[config.mk]
export PLATFORM = sky130hd
export DESIGN_NAME = mfm_divider
export DESIGN_NICKNAME = d
export VERILOG_FILES = /design/src/rtl/mfm_pkg.sv /design/src/rtl/mfm_divider.sv
export SDC_FILE = /design/constraint.sdc
export NUM_CORES = 1
export LEC_CHECK = 0
export BUFFER_PORTS_ARGS = -buffer_cell sky130_fd_sc_hd__buf_2
export CELL_PAD_IN_SITES_DETAIL_PLACEMENT = 0
export CELL_PAD_IN_SITES_GLOBAL_PLACEMENT = 1
export CORE_ASPECT_RATIO = 1.4
export CORE_MARGIN = 2
export CORE_UTILIZATION = 39
export DETAILED_ROUTE_END_ITERATION = 10
export HOLD_SLACK_MARGIN = 0.02
export PLACE_DENSITY = 0.87
export SLEW_MARGIN = 20
export SYNTH_ARGS = -nofsm -noshare
export SYNTH_HDL_FRONTEND = slang
export SYNTH_SLANG_ARGS = --single-unit
export TNS_END_PERCENT = 20
[constraint.sdc]
create_clock -name clk_i -period 2.71 [get_ports clk_i]
set_input_delay 0.1355 -clock clk_i [delete_from_list [all_inputs] [get_ports clk_i]]
set_output_delay 0.1355 -clock clk_i [all_outputs]
set_load 0.02 [all_outputs]
[src/rtl/mfm_pkg.sv]
// ----------------------------------------------------------------------------
// mfm_pkg
// Shared types and fixed field widths of the masked frame mean block.
// ----------------------------------------------------------------------------
package mfm_pkg;

  // Fixed widths of the item fields and of the frame size register.
  localparam int unsigned PIXEL_W  = 16;
  localparam int unsigned INDEX_W  = 18;
  localparam int unsigned FSIZE_W  = 19;
  localparam int unsigned MEAN_W   = 24;
  localparam int unsigned REGION_W = 19;
  localparam int unsigned FRAME_W  = 16;

  // Mask memory rows hold 2**COL_W mask bits each.
  localparam int unsigned COL_W    = 6;

  // Frame size after reset.
  localparam logic [FSIZE_W-1:0] FSIZE_RST = 19'd262144;

  // Item kinds selected by the action field.
  typedef enum logic {
    ACT_MASK_WRITE = 1'b0,
    ACT_PIXEL      = 1'b1
  } action_e;

  // Divider sequencer states.
  typedef enum logic [1:0] {
    DIV_IDLE,
    DIV_RUN,
    DIV_DONE
  } div_state_e;

  // Divider status seen by the control logic.
  typedef struct packed {
    logic ready;
    logic done;
  } div_status_t;

endpackage

[src/rtl/mfm_divider.sv]
// ----------------------------------------------------------------------------
// mfm_divider
// Restoring divider that forms floor(sum * 2**FRACTION_BITS / count), one
// quotient bit per cycle, and holds the result until it is taken.
// ----------------------------------------------------------------------------
module mfm_divider #(
  parameter int unsigned SUM_W         = 35,
  parameter int unsigned CNT_W         = 19,
  parameter int unsigned FRACTION_BITS = 8,
  parameter int unsigned NUM_W         = 43
) (
  input  logic                        clk_i,
  input  logic                        rst_ni,
  input  logic                        start_i,
  input  logic [SUM_W-1:0]            dividend_i,
  input  logic [CNT_W-1:0]            divisor_i,
  input  logic [mfm_pkg::FRAME_W-1:0] frame_i,
  input  logic                        take_i,
  output mfm_pkg::div_status_t        stat_o,
  output logic [NUM_W-1:0]            quotient_o,
  output logic [CNT_W-1:0]            divisor_o,
  output logic [mfm_pkg::FRAME_W-1:0] frame_o
);
  import mfm_pkg::*;

  localparam int unsigned STEP_W = $clog2(NUM_W + 1);

  div_state_e        state_q, state_d;
  logic [STEP_W-1:0] step_q, step_d;
  logic [NUM_W-1:0]  num_q;
  logic [CNT_W-1:0]  rem_q;
  logic [CNT_W-1:0]  div_q;
  logic [FRAME_W-1:0] frame_q;
  logic [CNT_W:0]    trial;
  logic              qbit;
  logic [CNT_W-1:0]  rem_nxt;

  // Next state of the sequencer.
  always_comb begin
    state_d = state_q;
    unique case (state_q)
      DIV_IDLE: begin
        if (start_i) state_d = DIV_RUN;
      end
      DIV_RUN: begin
        if (step_q == STEP_W'(1)) state_d = DIV_DONE;
      end
      DIV_DONE: begin
        if (take_i) state_d = DIV_IDLE;
      end
      default: state_d = DIV_IDLE;
    endcase
  end

  // Status outputs of the sequencer.
  always_comb begin
    stat_o = '0;
    unique case (state_q)
      DIV_IDLE: stat_o.ready = 1'b1;
      DIV_DONE: stat_o.done  = 1'b1;
      default:  stat_o       = '0;
    endcase
  end

  // Step counter counts the remaining quotient bits.
  always_comb begin
    step_d = step_q;
    if (state_q == DIV_IDLE && start_i) begin
      step_d = STEP_W'(NUM_W);
    end else if (state_q == DIV_RUN) begin
      step_d = step_q - STEP_W'(1);
    end
  end

  always_ff @(posedge clk_i or negedge rst_ni) begin
    if (!rst_ni) begin
      state_q <= DIV_IDLE;
      step_q  <= '0;
    end else begin
      state_q <= state_d;
      step_q  <= step_d;
    end
  end

  // One restoring step: shift in the next dividend bit and try to subtract.
  always_comb begin
    trial   = {rem_q, num_q[NUM_W-1]};
    qbit    = (trial >= {1'b0, div_q});
    rem_nxt = qbit ? CNT_W'(trial - {1'b0, div_q}) : CNT_W'(trial);
  end

  // Datapath: the dividend register fills with quotient bits from the right.
  always_ff @(posedge clk_i) begin
    if (state_q == DIV_IDLE && start_i) begin
      num_q   <= NUM_W'(dividend_i) << FRACTION_BITS;
      rem_q   <= '0;
      div_q   <= divisor_i;
      frame_q <= frame_i;
    end else if (state_q == DIV_RUN) begin
      num_q <= {num_q[NUM_W-2:0], qbit};
      rem_q <= rem_nxt;
    end
  end

  assign quotient_o = num_q;
  assign divisor_o  = div_q;
  assign frame_o    = frame_q;

endmodule

==> flow_summary_export.csv, run 1 <==
group,metric,value,unit
finish,p_r_area_growth_vs_syn,33.6,%
logic_synthesis,synth_fa_ha_area_frac,0.0568,
placed_design,port-buffer-count,153,
cts,cts_tree,"built",
power,p_per_area,465,nW/um^2
grt,grt.met1_usage,0.216,
cts,cts_max_level,3,
floorplan,die_w,99.5,um
finish,final_core_util,0.535,
floorplan,floorplan.die.height,138,um
cts,clk_pin_slew,0.08,ns
logic_synthesis,yosys-mux-area-fraction,0.00402,
worst_setup_path,crit_path_end_kind,"flip-flop",
worst_setup_path,rr_worst_depth,10,
worst_setup_path,cp_slowest_cell,"edfxtp_1",
drt,routed_wl,12600,um
logic_synthesis,synth.yosys.seq_area_share,0.571,
cts,bufs_on_longest_clock_path,2,
sta,holdWs,0.0805,ns
worst_setup_path,regToRegSetupSlack,0.16,ns
sta,rsz0062_at_grt,"false",
finish,antenna_cells_inserted,0,
logic_synthesis,synthSimpleGateAreaFrac,0.112,
run_status,result_of_the_run,"finished, final reports clean",
worst_setup_path,startpoint,"divisor_o[0]",
logic_synthesis,synth.distinct_cells,49,
logic_synthesis,post-synth-top-area-cell,"edfxtp_1",
grt,grt-busiest-layer,"met2",
drt,drt_iter0_drc,205,
floorplan,floorplan.core_area,12400,sq um
finish,post_route_cells_drive_above_1_share,0.302,
cts,clock_net_sink_count,105,
sta,finalWorstSetupSlack,0.163,ns
drt,drcViolationCount,0,
placed_design,place_ws,-0.0303,ns
floorplan,starting_density_of_the_core,0.401,
hold_path,kind_of_path_behind_the_tightest_hold_check,"input pin to flip-flop",
drt,vias,4188,
power,total_leakage_power,3.02,nW
drt,ant_nets,0,
logic_synthesis,synthXorXnorAreaFrac,0.0316,
worst_setup_path,critical_path_class,"flip-flop to flip-flop",
worst_setup_path,reg2reg_to,"rem_q[9]",
logic_synthesis,synth_compound_gate_area_share,0.179,
cts,clk_latency,0.35,ns
logic_synthesis,ys_async_sr_fraction,0.0762,
logic_synthesis,yosysTopAreaCellShare,0.422,
worst_setup_path,crit_fanout,13,
logic_synthesis,largest_family_of_logic_cells_by_synthesized_area,"compound AO/OA/AOI/OAI gates",
power,max-vdd-ir-drop,0.000282,V
sta,timing.final.max_slew_violations,0,
grt,grt_pass1_vias,4117,
floorplan,die_area,13700,sq um
sta,post-route-period-util,0.940,
run,drv_cap,0,
drt,wl_per_cell,15.8,um
grt,grt_usage,0.185,
sta,finalClockSkew,0.0103,ns
floorplan,io_pins,154,
cts,root_buffer,"clkbuf_16",
grt,pin_count_of_the_biggest_net_entering_global_routing,81,
logic_synthesis,synthTopCellsByArea,"edfxtp_1 (42%), dfxtp_1 (11%), a22o_1 (6.7%)",
worst_setup_path,cp.arrival,2.76,ns
placed_design,detailed_place_hpwl,9120,um
sta,final_hold_viol_count,0,
sta,worst_slew_margin_rel,0.400,
finish,num-nets-final,741,
placed_design,routabilityCongestion,0.901,
logic_synthesis,number_of_enable_type_register_cells_in_the_synthesized_netlist,70,
worst_setup_path,r2r-start,"divisor_o[0]",
grt,groute.layer.met3.usage,0.0375,
logic_synthesis,synthesis.area,4980,sq um
logic_synthesis,synth_warnings,0,
hold_path,hold_start,"take_i",
sta,tightest_slew,0.899,ns
logic_synthesis,synth.ff_latch_count,105,
hold_path,holdPathEnd,"state_q[1]",
logic_synthesis,synthesis.nets,547,
floorplan,floorplan_row_count,48,
sta,setup_viol_count_final,0,
drt,avgViaCountPerCell,5.24,
worst_setup_path,max_stage_delay,0.41,ns
worst_setup_path,type_of_element_launching_the_critical_path,"flip-flop",
worst_setup_path,cp_cell_sequence,"ha_1, fa_1, nand2b_1, a211oi_2, nor4bb_2, a211o_1, and3_4, buf_4, nand2_1, a31oi_1",
logic_synthesis,postSynthAreaPerCell,11.0,sq um
logic_synthesis,synthCells,451,
worst_setup_path,critical_path_required,2.92,ns
sta,finalWorstPathRequiredPeriod,2.55,ns
grt,antenna_found_initial,0,
hold_path,hold-path-cell-count,3,
grt,gr-total-overflow,0,
sta,max_clock_freq,393,MHz
drt,drt-pass1-iter-count,4,
grt,grt_first_pass_wirelength,19900,um
logic_synthesis,synth_flop_cell,"edfxtp_1",
cts,cts_inserted_buffers,9,
cts,postCtsSetupRepairBufs,0,
grt,globalRouteMet2Util,0.339,
power,fin_total_pwr,3.10,mW
cell usage in the layout (no fill, tap or decap), drive strengths merged, types with 6 or more instances in the layout:
cell         count
a21oi           17
a22o            38
a31oi           12
buf            174
clkbuf           9
dfrtp            8
dfxtp           27
dlygate4sd3     36
edfxtp          70
ha              21
inv             30
nand2           54
nand3           11
nand4            6
nor2            19
o21ai           35
xnor2           11
xor2             7
cells in the mapped netlist (all sizes together) (3+ instances only):
cell	count
a31oi	12
nor2b	4
and3	4
a22o	38
or3	3
nor2	19
buf	6
edfxtp	70
o21ai	35
xnor2	11
o31ai	3
a21oi	17
nor3	4
nand3	11
inv	28
nand4	6
ha	21
nand2	54
xor2	7
nand2b	5
o21a	3
clkbuf	21
dfxtp	27
o211ai	3
a211oi	3
dfrtp	8
critical path, delay by kind of cell (launching register included):
kind                     cells  cell delay, ns
AO/OA/AOI/OAI                3            0.63
adder cells (fa/ha/maj)      2            0.61
AND/OR/NAND/NOR              4            0.60
flip-flops                   1            0.41
buffers and inverters        1            0.16
metal layers:
metal  vias up  wire [um]
met5         -          0
met4         0        172
met3        18        642
met2       155       6590
met1      1972       5230
li1       2043          -
power by group:
part | internal (mW) | total (mW) | switching [mW]
logic | 0.0707 | 0.0959 | 0.0252
clock network | 0.716 | 1.31 | 0.590
registers | 1.70 | 1.70 | 0
worst max-delay path by stage:
| stage | to | slack, ns | cells past startpoint |
|---|---|---|---|
| after floorplan | rem_q[13] | 0.02 | 12 |
| after global placement | rem_q[9] | 0.04 | 11 |
| after detailed placement | rem_q[0] | -0.03 | 10 |
| after CTS | rem_q[9] | 0.01 | 11 |
| after global routing | rem_q[18] | 0.01 | 10 |
| final | rem_q[9] | 0.16 | 10 |
sequential cells by signal, summed over array words and instances (netlist names):
register    flops
quotient_o     43
frame_o        16
state_q         2
divisor_o      19
rem_q          19
step_q          6
kinds of logic (layout without fill, tap and decap cells):
| logic type | count (synthesis) | in the layout |
|---|---|---|
| mux | 2 | 2 |
| xor+xnor | 18 | 18 |
| compound gates | 130 | 130 |
| fa+ha+maj | 22 | 22 |
| simple gates | 119 | 119 |
| flops | 105 | 105 |
| buf+inv | 55 | 254 |
layout make-up:
cell class                 instances  area (sq um)
tap                              150           188
clock inverter                     7          67.6
sequential                       105          2840
multi-input combinational        291          1940
fill                            1113          5780
clock buffer                       9           225
inverter                          28           105
timing repair buffer             210          1280
repair_timing:
| item | CTS | global route |
|---|---|---|
| setup endpoints to repair | 11 | 20 |
| hold endpoints to repair | 43 | 0 |
| gates cloned | 0 | 0 |
| gates resized for setup | 1 | 4 |
| hold buffers | 36 | 0 |
metrics by stage:
step / area, sq um / std cells / setup TNS [ns]
floorplan: 4980 / 451 / 0
global placement: 5980 / 748 / 0
detailed placement: 5980 / 748 / -0.193
CTS: 6630 / 800 / 0
global route: 6660 / 800 / 0
finish: 6660 / 800 / 0
Note: power is estimated with default switching activity, not from simulation.
==> run 2, diff against run 1 <==
--- a/config.mk
+++ b/config.mk
@@ -14,6 +14,7 @@
 export DETAILED_ROUTE_END_ITERATION = 10
 export HOLD_SLACK_MARGIN = 0.02
 export PLACE_DENSITY = 0.87
+export RECOVER_POWER = 25
 export SLEW_MARGIN = 20
 export SYNTH_ARGS = -nofsm -noshare
 export SYNTH_HDL_FRONTEND = slang
==> run 2 against run 1 <==
Against the previous run:
- wire length up 0.14%
- critical endpoint unchanged
- global-route usage unchanged
- non-clock buffer count unchanged
- cell area is 0.45% lower
- final cell count did not move
- clock-buffer cell count unchanged
- clock skew increased by 0.00057 ns
- largest power group unchanged
- hold slack lost 0.0021 ns
- setup slack worse by 0.0027 ns
==> flow_summary_export.csv, run 2 (synthesis gave the netlist of run 1 again) <==
group,metric,value,unit
grt,antenna_found_initial,0,
sta,rsz0062_at_grt,"false",
finish,p_r_area_growth_vs_syn,33.0,%
finish,num-nets-final,741,
floorplan,floorplan.die.height,138,um
worst_setup_path,reg2reg_to,"rem_q[9]",
drt,avgViaCountPerCell,5.24,
cts,cts_tree,"built",
sta,setup_viol_count_final,0,
floorplan,floorplan_row_count,48,
cts,bufs_on_longest_clock_path,2,
drt,routed_wl,12700,um
finish,multiInputGateArea,1940,sq um
run_status,result_of_the_run,"finished, final reports clean",
drt,wl_per_cell,15.8,um
placed_design,port-buffer-count,153,
finish,final_cell_mix,"buf_2 (129), edfxtp_1 (70), nand2_1 (54), a22o_1 (38), dlygate4sd3_1 (36)",
finish,largest_reg_flops,43,
worst_setup_path,rr_worst_depth,10,
floorplan,io_pins,154,
worst_setup_path,critical_path_class,"flip-flop to flip-flop",
worst_setup_path,cp.arrival,2.76,ns
sta,tightest_slew,0.907,ns
drt,ant_nets,0,
sta,finalWorstPathRequiredPeriod,2.55,ns
placed_design,routabilityCongestion,0.901,
sta,final_hold_viol_count,0,
cts,cts_max_level,3,
finish,layout_commonest_cell,"buf_2",
floorplan,starting_density_of_the_core,0.401,
grt,gr-total-overflow,0,
worst_setup_path,regToRegSetupSlack,0.16,ns
finish,sequential_cell_area,2840,sq um
worst_setup_path,setup.worst_path.end,"rem_q[9]",
sta,finalClockSkew,0.0109,ns
floorplan,die_w,99.5,um
power,max-vdd-ir-drop,0.000285,V
grt,grt_first_pass_wirelength,19900,um
drt,drt-pass1-iter-count,6,
finish,fillers,1125,
sta,worst_slew_margin_rel,0.395,
finish,post_route_cells_drive_above_1_share,0.265,
drt,vias,4191,
drt,drcViolationCount,0,
cts,clk_latency,0.35,ns
finish,antenna_cells_inserted,0,
power,fin_total_pwr,3.10,mW
sta,post-route-period-util,0.941,
sta,timing.final.max_slew_violations,0,
sta,max_clock_freq,392,MHz
floorplan,floorplan.core_area,12400,sq um
power,total_leakage_power,2.96,nW
cts,clk_pin_slew,0.08,ns
worst_setup_path,crit_path_end_kind,"flip-flop",
cts,root_buffer,"clkbuf_16",
grt,pin_count_of_the_biggest_net_entering_global_routing,81,
worst_setup_path,crit_fanout,13,
floorplan,die_area,13700,sq um
grt,grt_pass1_vias,4117,
worst_setup_path,startpoint,"divisor_o[0]",
placed_design,detailed_place_hpwl,9120,um
power,p_per_area,468,nW/um^2
grt,grt_usage,0.185,
worst_setup_path,type_of_element_launching_the_critical_path,"flip-flop",
finish,final_core_util,0.533,
sta,final.setup.tns,0,ns
hold_path,kind_of_path_behind_the_tightest_hold_check,"input pin to flip-flop",
cts,clock_net_sink_count,105,
worst_setup_path,r2r-start,"divisor_o[0]",
cts,cts_inserted_buffers,9,
run,drv_cap,0,
drt,drt_iter0_drc,160,
worst_setup_path,critical_path_required,2.92,ns
-- run 2: cell types whose count changed in the layout (fill, tap and decap cells not counted) --
| cell | previous run | this run |
|---|---|---|
| buf_2 | 153 | 129 |
| clkbuf_1 | 0 | 24 |
-- run 2: per-layer routing --
metal | part of all wire | routed length [um] | track usage
met4 | 0.016 | 197 | 0.0586
met3 | 0.058 | 731 | 0.0375
met5 | 0 | 0 | 0
met1 | 0.41 | 5160 | 0.216
met2 | 0.52 | 6570 | 0.339
-- run 2: final cells by class --
type,count,share of cell area
sequential,105,0.429
multi-input combinational,291,0.293
timing repair buffer,210,0.189
clock buffer,9,0.0340
tap,150,0.0283
inverter,28,0.0159
clock inverter,7,0.0102
-- run 2: what timing repair did --
action | in CTS | in global routing
setup endpoints to repair | 11 | 20
hold buffers | 36 | 0
setup buffers | 0 | 0
endpoints found under the hold margin | 43 | 0
resized for setup | 1 | 4
-- run 2: through the flow --
stage          hold slack [ns]  std cells  instance area [sq um]  setup WS [ns]
2_1_floorplan           -0.160        451                   4980         0.0238
3_3_place_gp           -0.0131        748                   5980         0.0424
3_5_place_dp          -0.00809        748                   5980        -0.0303
4_1_cts                 0.0718        800                   6630         0.0130
5_1_grt                 0.0708        800                   6630         0.0139
6_report                0.0784        800                   6630          0.160
-- run 2: worst min-delay path by stage --
stage	startpoint	endpoint	depth (start not counted)
finish	take_i	state_q[1]	3
global route	dividend_i[26]	quotient_o[34]	2
CTS	take_i	state_q[1]	3
detailed placement	rst_ni	step_q[2]	1
global placement	rst_ni	state_q[1]	1
floorplan	rst_ni	state_q[0]	0
-- run 2: where the power goes --
group	switching, mW	internal (mW)	total [mW]
registers	0	1.70	1.70
clock network	0.590	0.716	1.31
logic	0.0252	0.0703	0.0955
total	0.616	2.48	3.10
-- run 2: critical path: stages, from the launching register on --
cell	delay, ns
edfxtp_1	0.42
ha_1	0.23
fa_1	0.38
nand2b_1	0.19
a211oi_2	0.25
nor4bb_2	0.10
a211o_1	0.31
and3_4	0.25
buf_4	0.16
nand2_1	0.06
a31oi_1	0.07
==> run 3, diff against run 2 <==
--- a/config.mk
+++ b/config.mk
@@ -5,7 +5,7 @@
 export SDC_FILE = /design/constraint.sdc
 export NUM_CORES = 1
 export LEC_CHECK = 0
-export BUFFER_PORTS_ARGS = -buffer_cell sky130_fd_sc_hd__buf_2
+export BUFFER_PORTS_ARGS = -buffer_cell sky130_fd_sc_hd__clkbuf_2
 export CELL_PAD_IN_SITES_DETAIL_PLACEMENT = 0
 export CELL_PAD_IN_SITES_GLOBAL_PLACEMENT = 1
 export CORE_ASPECT_RATIO = 1.4
==> run 3 against run 2 <==
Against the previous run:
- critical path depth did not move
- sequential power is essentially flat
- cell area is 0.55% higher
- first-iteration DRC count is 26% higher
- clock power down 5%
- non-clock buffer count stayed put
- largest power group unchanged
- clock skew barely moved
- utilization increased by 0.29 points
- global-route usage fell by 0.10 points
- hold slack lost 0.0097 ns
==> flow_summary_export.csv, run 3 (synthesis gave the netlist of run 1 again) <==
group,metric,value,unit
sta,finalClockSkew,0.0110,ns
grt,grt_first_pass_wirelength,19800,um
grt,grt_usage,0.184,
drt,routed_wl,12800,um
grt,gr-total-overflow,0,
cts,clock_net_sink_count,105,
power,max-vdd-ir-drop,0.000259,V
worst_setup_path,crit_fanout,7,
sta,max_clock_freq,390,MHz
run,drv_cap,0,
sta,worst_slew_margin_rel,0.615,
worst_setup_path,critical_path_required,2.92,ns
cts,bufs_on_longest_clock_path,2,
worst_setup_path,cp.arrival,2.77,ns
drt,avgViaCountPerCell,5.19,
grt,pin_count_of_the_biggest_net_entering_global_routing,81,
placed_design,routabilityCongestion,0.886,
cts,cts_inserted_buffers,9,
grt,antenna_found_initial,0,
placed_design,detailed_place_hpwl,9180,um
cts,clk_latency,0.35,ns
sta,rsz0062_at_grt,"false",
sta,post-route-period-util,0.946,
power,p_per_area,456,nW/um^2
hold_path,kind_of_path_behind_the_tightest_hold_check,"input pin to flip-flop",
drt,drt_iter0_drc,201,
drt,ant_nets,0,
sta,setup_viol_count_final,0,
finish,fillers,1133,
finish,final_cell_mix,"clkbuf_2 (129), edfxtp_1 (70), nand2_1 (54), a22o_1 (38), dlygate4sd3_1 (36)",
cts,cts_tree,"built",
worst_setup_path,type_of_element_launching_the_critical_path,"flip-flop",
sta,finalWorstPathRequiredPeriod,2.56,ns
drt,vias,4154,
finish,num-nets-final,742,
grt,grt_pass1_vias,4090,
floorplan,die_area,13700,sq um
floorplan,io_pins,154,
drt,drt-pass1-iter-count,4,
floorplan,die_w,99.5,um
cts,root_buffer,"clkbuf_16",
floorplan,starting_density_of_the_core,0.401,
placed_design,place_ws,-0.0915,ns
power,total_leakage_power,3.01,nW
placed_design,port-buffer-count,153,
floorplan,floorplan_row_count,48,
finish,p_r_area_growth_vs_syn,33.7,%
finish,post_route_cells_drive_above_1_share,0.270,
run_status,result_of_the_run,"finished, final reports clean",
finish,final_core_util,0.536,
finish,antenna_cells_inserted,0,
finish,largest_reg_flops,43,
cts,clk_pin_slew,0.08,ns
drt,wl_per_cell,16.0,um
floorplan,floorplan.die.height,138,um
cts,cts_max_level,3,
sta,timing.final.max_slew_violations,0,
sta,final_hold_viol_count,0,
drt,drcViolationCount,0,
worst_setup_path,crit_path_end_kind,"flip-flop",
floorplan,floorplan.core_area,12400,sq um
worst_setup_path,critical_path_class,"flip-flop to flip-flop",
finish,layout_commonest_cell,"clkbuf_2",
sta,finalWorstSetupSlack,0.145,ns
sta,tightest_slew,0.574,ns
[run 3: cell types whose count changed in the layout (fill, tap and decap cells not counted), sizes merged]
| cell | change |
|---|---|
| inv | +1 |
| clkbuf | +130 |
| and3 | +1 |
| buf | -129 |
| bufinv | -1 |
| clkinv | -1 |
[run 3: worst paths after layout]
path | startpoint | endpoint | slack [ns] | depth (start not counted)
worst max-delay path | divisor_o[9] | rem_q[5] | 0.15 | 10
worst min-delay path | take_i | state_q[1] | 0.07 | 3
worst max register to register | divisor_o[9] | rem_q[5] | 0.15 | 10
worst min register to register | quotient_o[7] | quotient_o[7] | 0.48 | 2
max in group asynchronous | rst_ni | step_q[1] | 2.14 | 2
min in group asynchronous | rst_ni | step_q[5] | 0.27 | 2
[run 3: worst max-delay path, cell delays in order (launching register included)]
cell      delay (ns)
edfxtp_1        0.35
inv_1           0.05
ha_1            0.31
nand2_1         0.07
or3_1           0.40
or3_1           0.39
a211o_1         0.34
and3_4          0.21
buf_4           0.15
nand2_1         0.06
a31oi_1         0.09
[run 3: power breakdown]
group	switching (mW)	internal (mW)	leakage (nW)
clock network	0.609	0.638	0.135
logic	0.0253	0.0705	1.90
registers	0	1.70	0.975
total	0.634	2.40	3.01
[run 3: metal layers]
metal / wire length [um] / vias up / GRT usage
met1: 5310 / 1938 / 0.212
li1: - / 2047 / -
met2: 6740 / 152 / 0.344
met5: 0 / - / 0
met4: 190 / 0 / 0.0609
met3: 589 / 17 / 0.0309
[run 3: what timing repair did]
item,CTS,global route
buffers inserted,0,1
cloned,0,1
hold buffers,36,0
endpoints found under the hold margin,43,0
resized for setup,2,7
setup endpoints to repair,19,15
pin swaps,0,5
[run 3: metrics by stage]
stage	area [sq um]	power, mW	hold slack, ns	instances	setup TNS (ns)
floorplan	4980	1.73	-0.160	451	0
global placement	6000	1.79	-0.00803	747	0
detailed placement	6000	1.79	-0.00320	747	-0.722
CTS	6640	3.08	0.0537	799	0
global route	6660	3.14	0.0753	801	0
finish	6660	3.04	0.0686	801	0
[run 3: area by class of cell]
class,instances,area [sq um],share of cell area
Clock buffer,10,229,0.0344
Clock inverter,6,50.0,0.00751
Inverter,28,105,0.0158
Multi-Input combinational cell,292,1970,0.295
Sequential cell,105,2840,0.427
Tap cell,150,188,0.0282
Timing Repair Buffer,210,1280,0.192
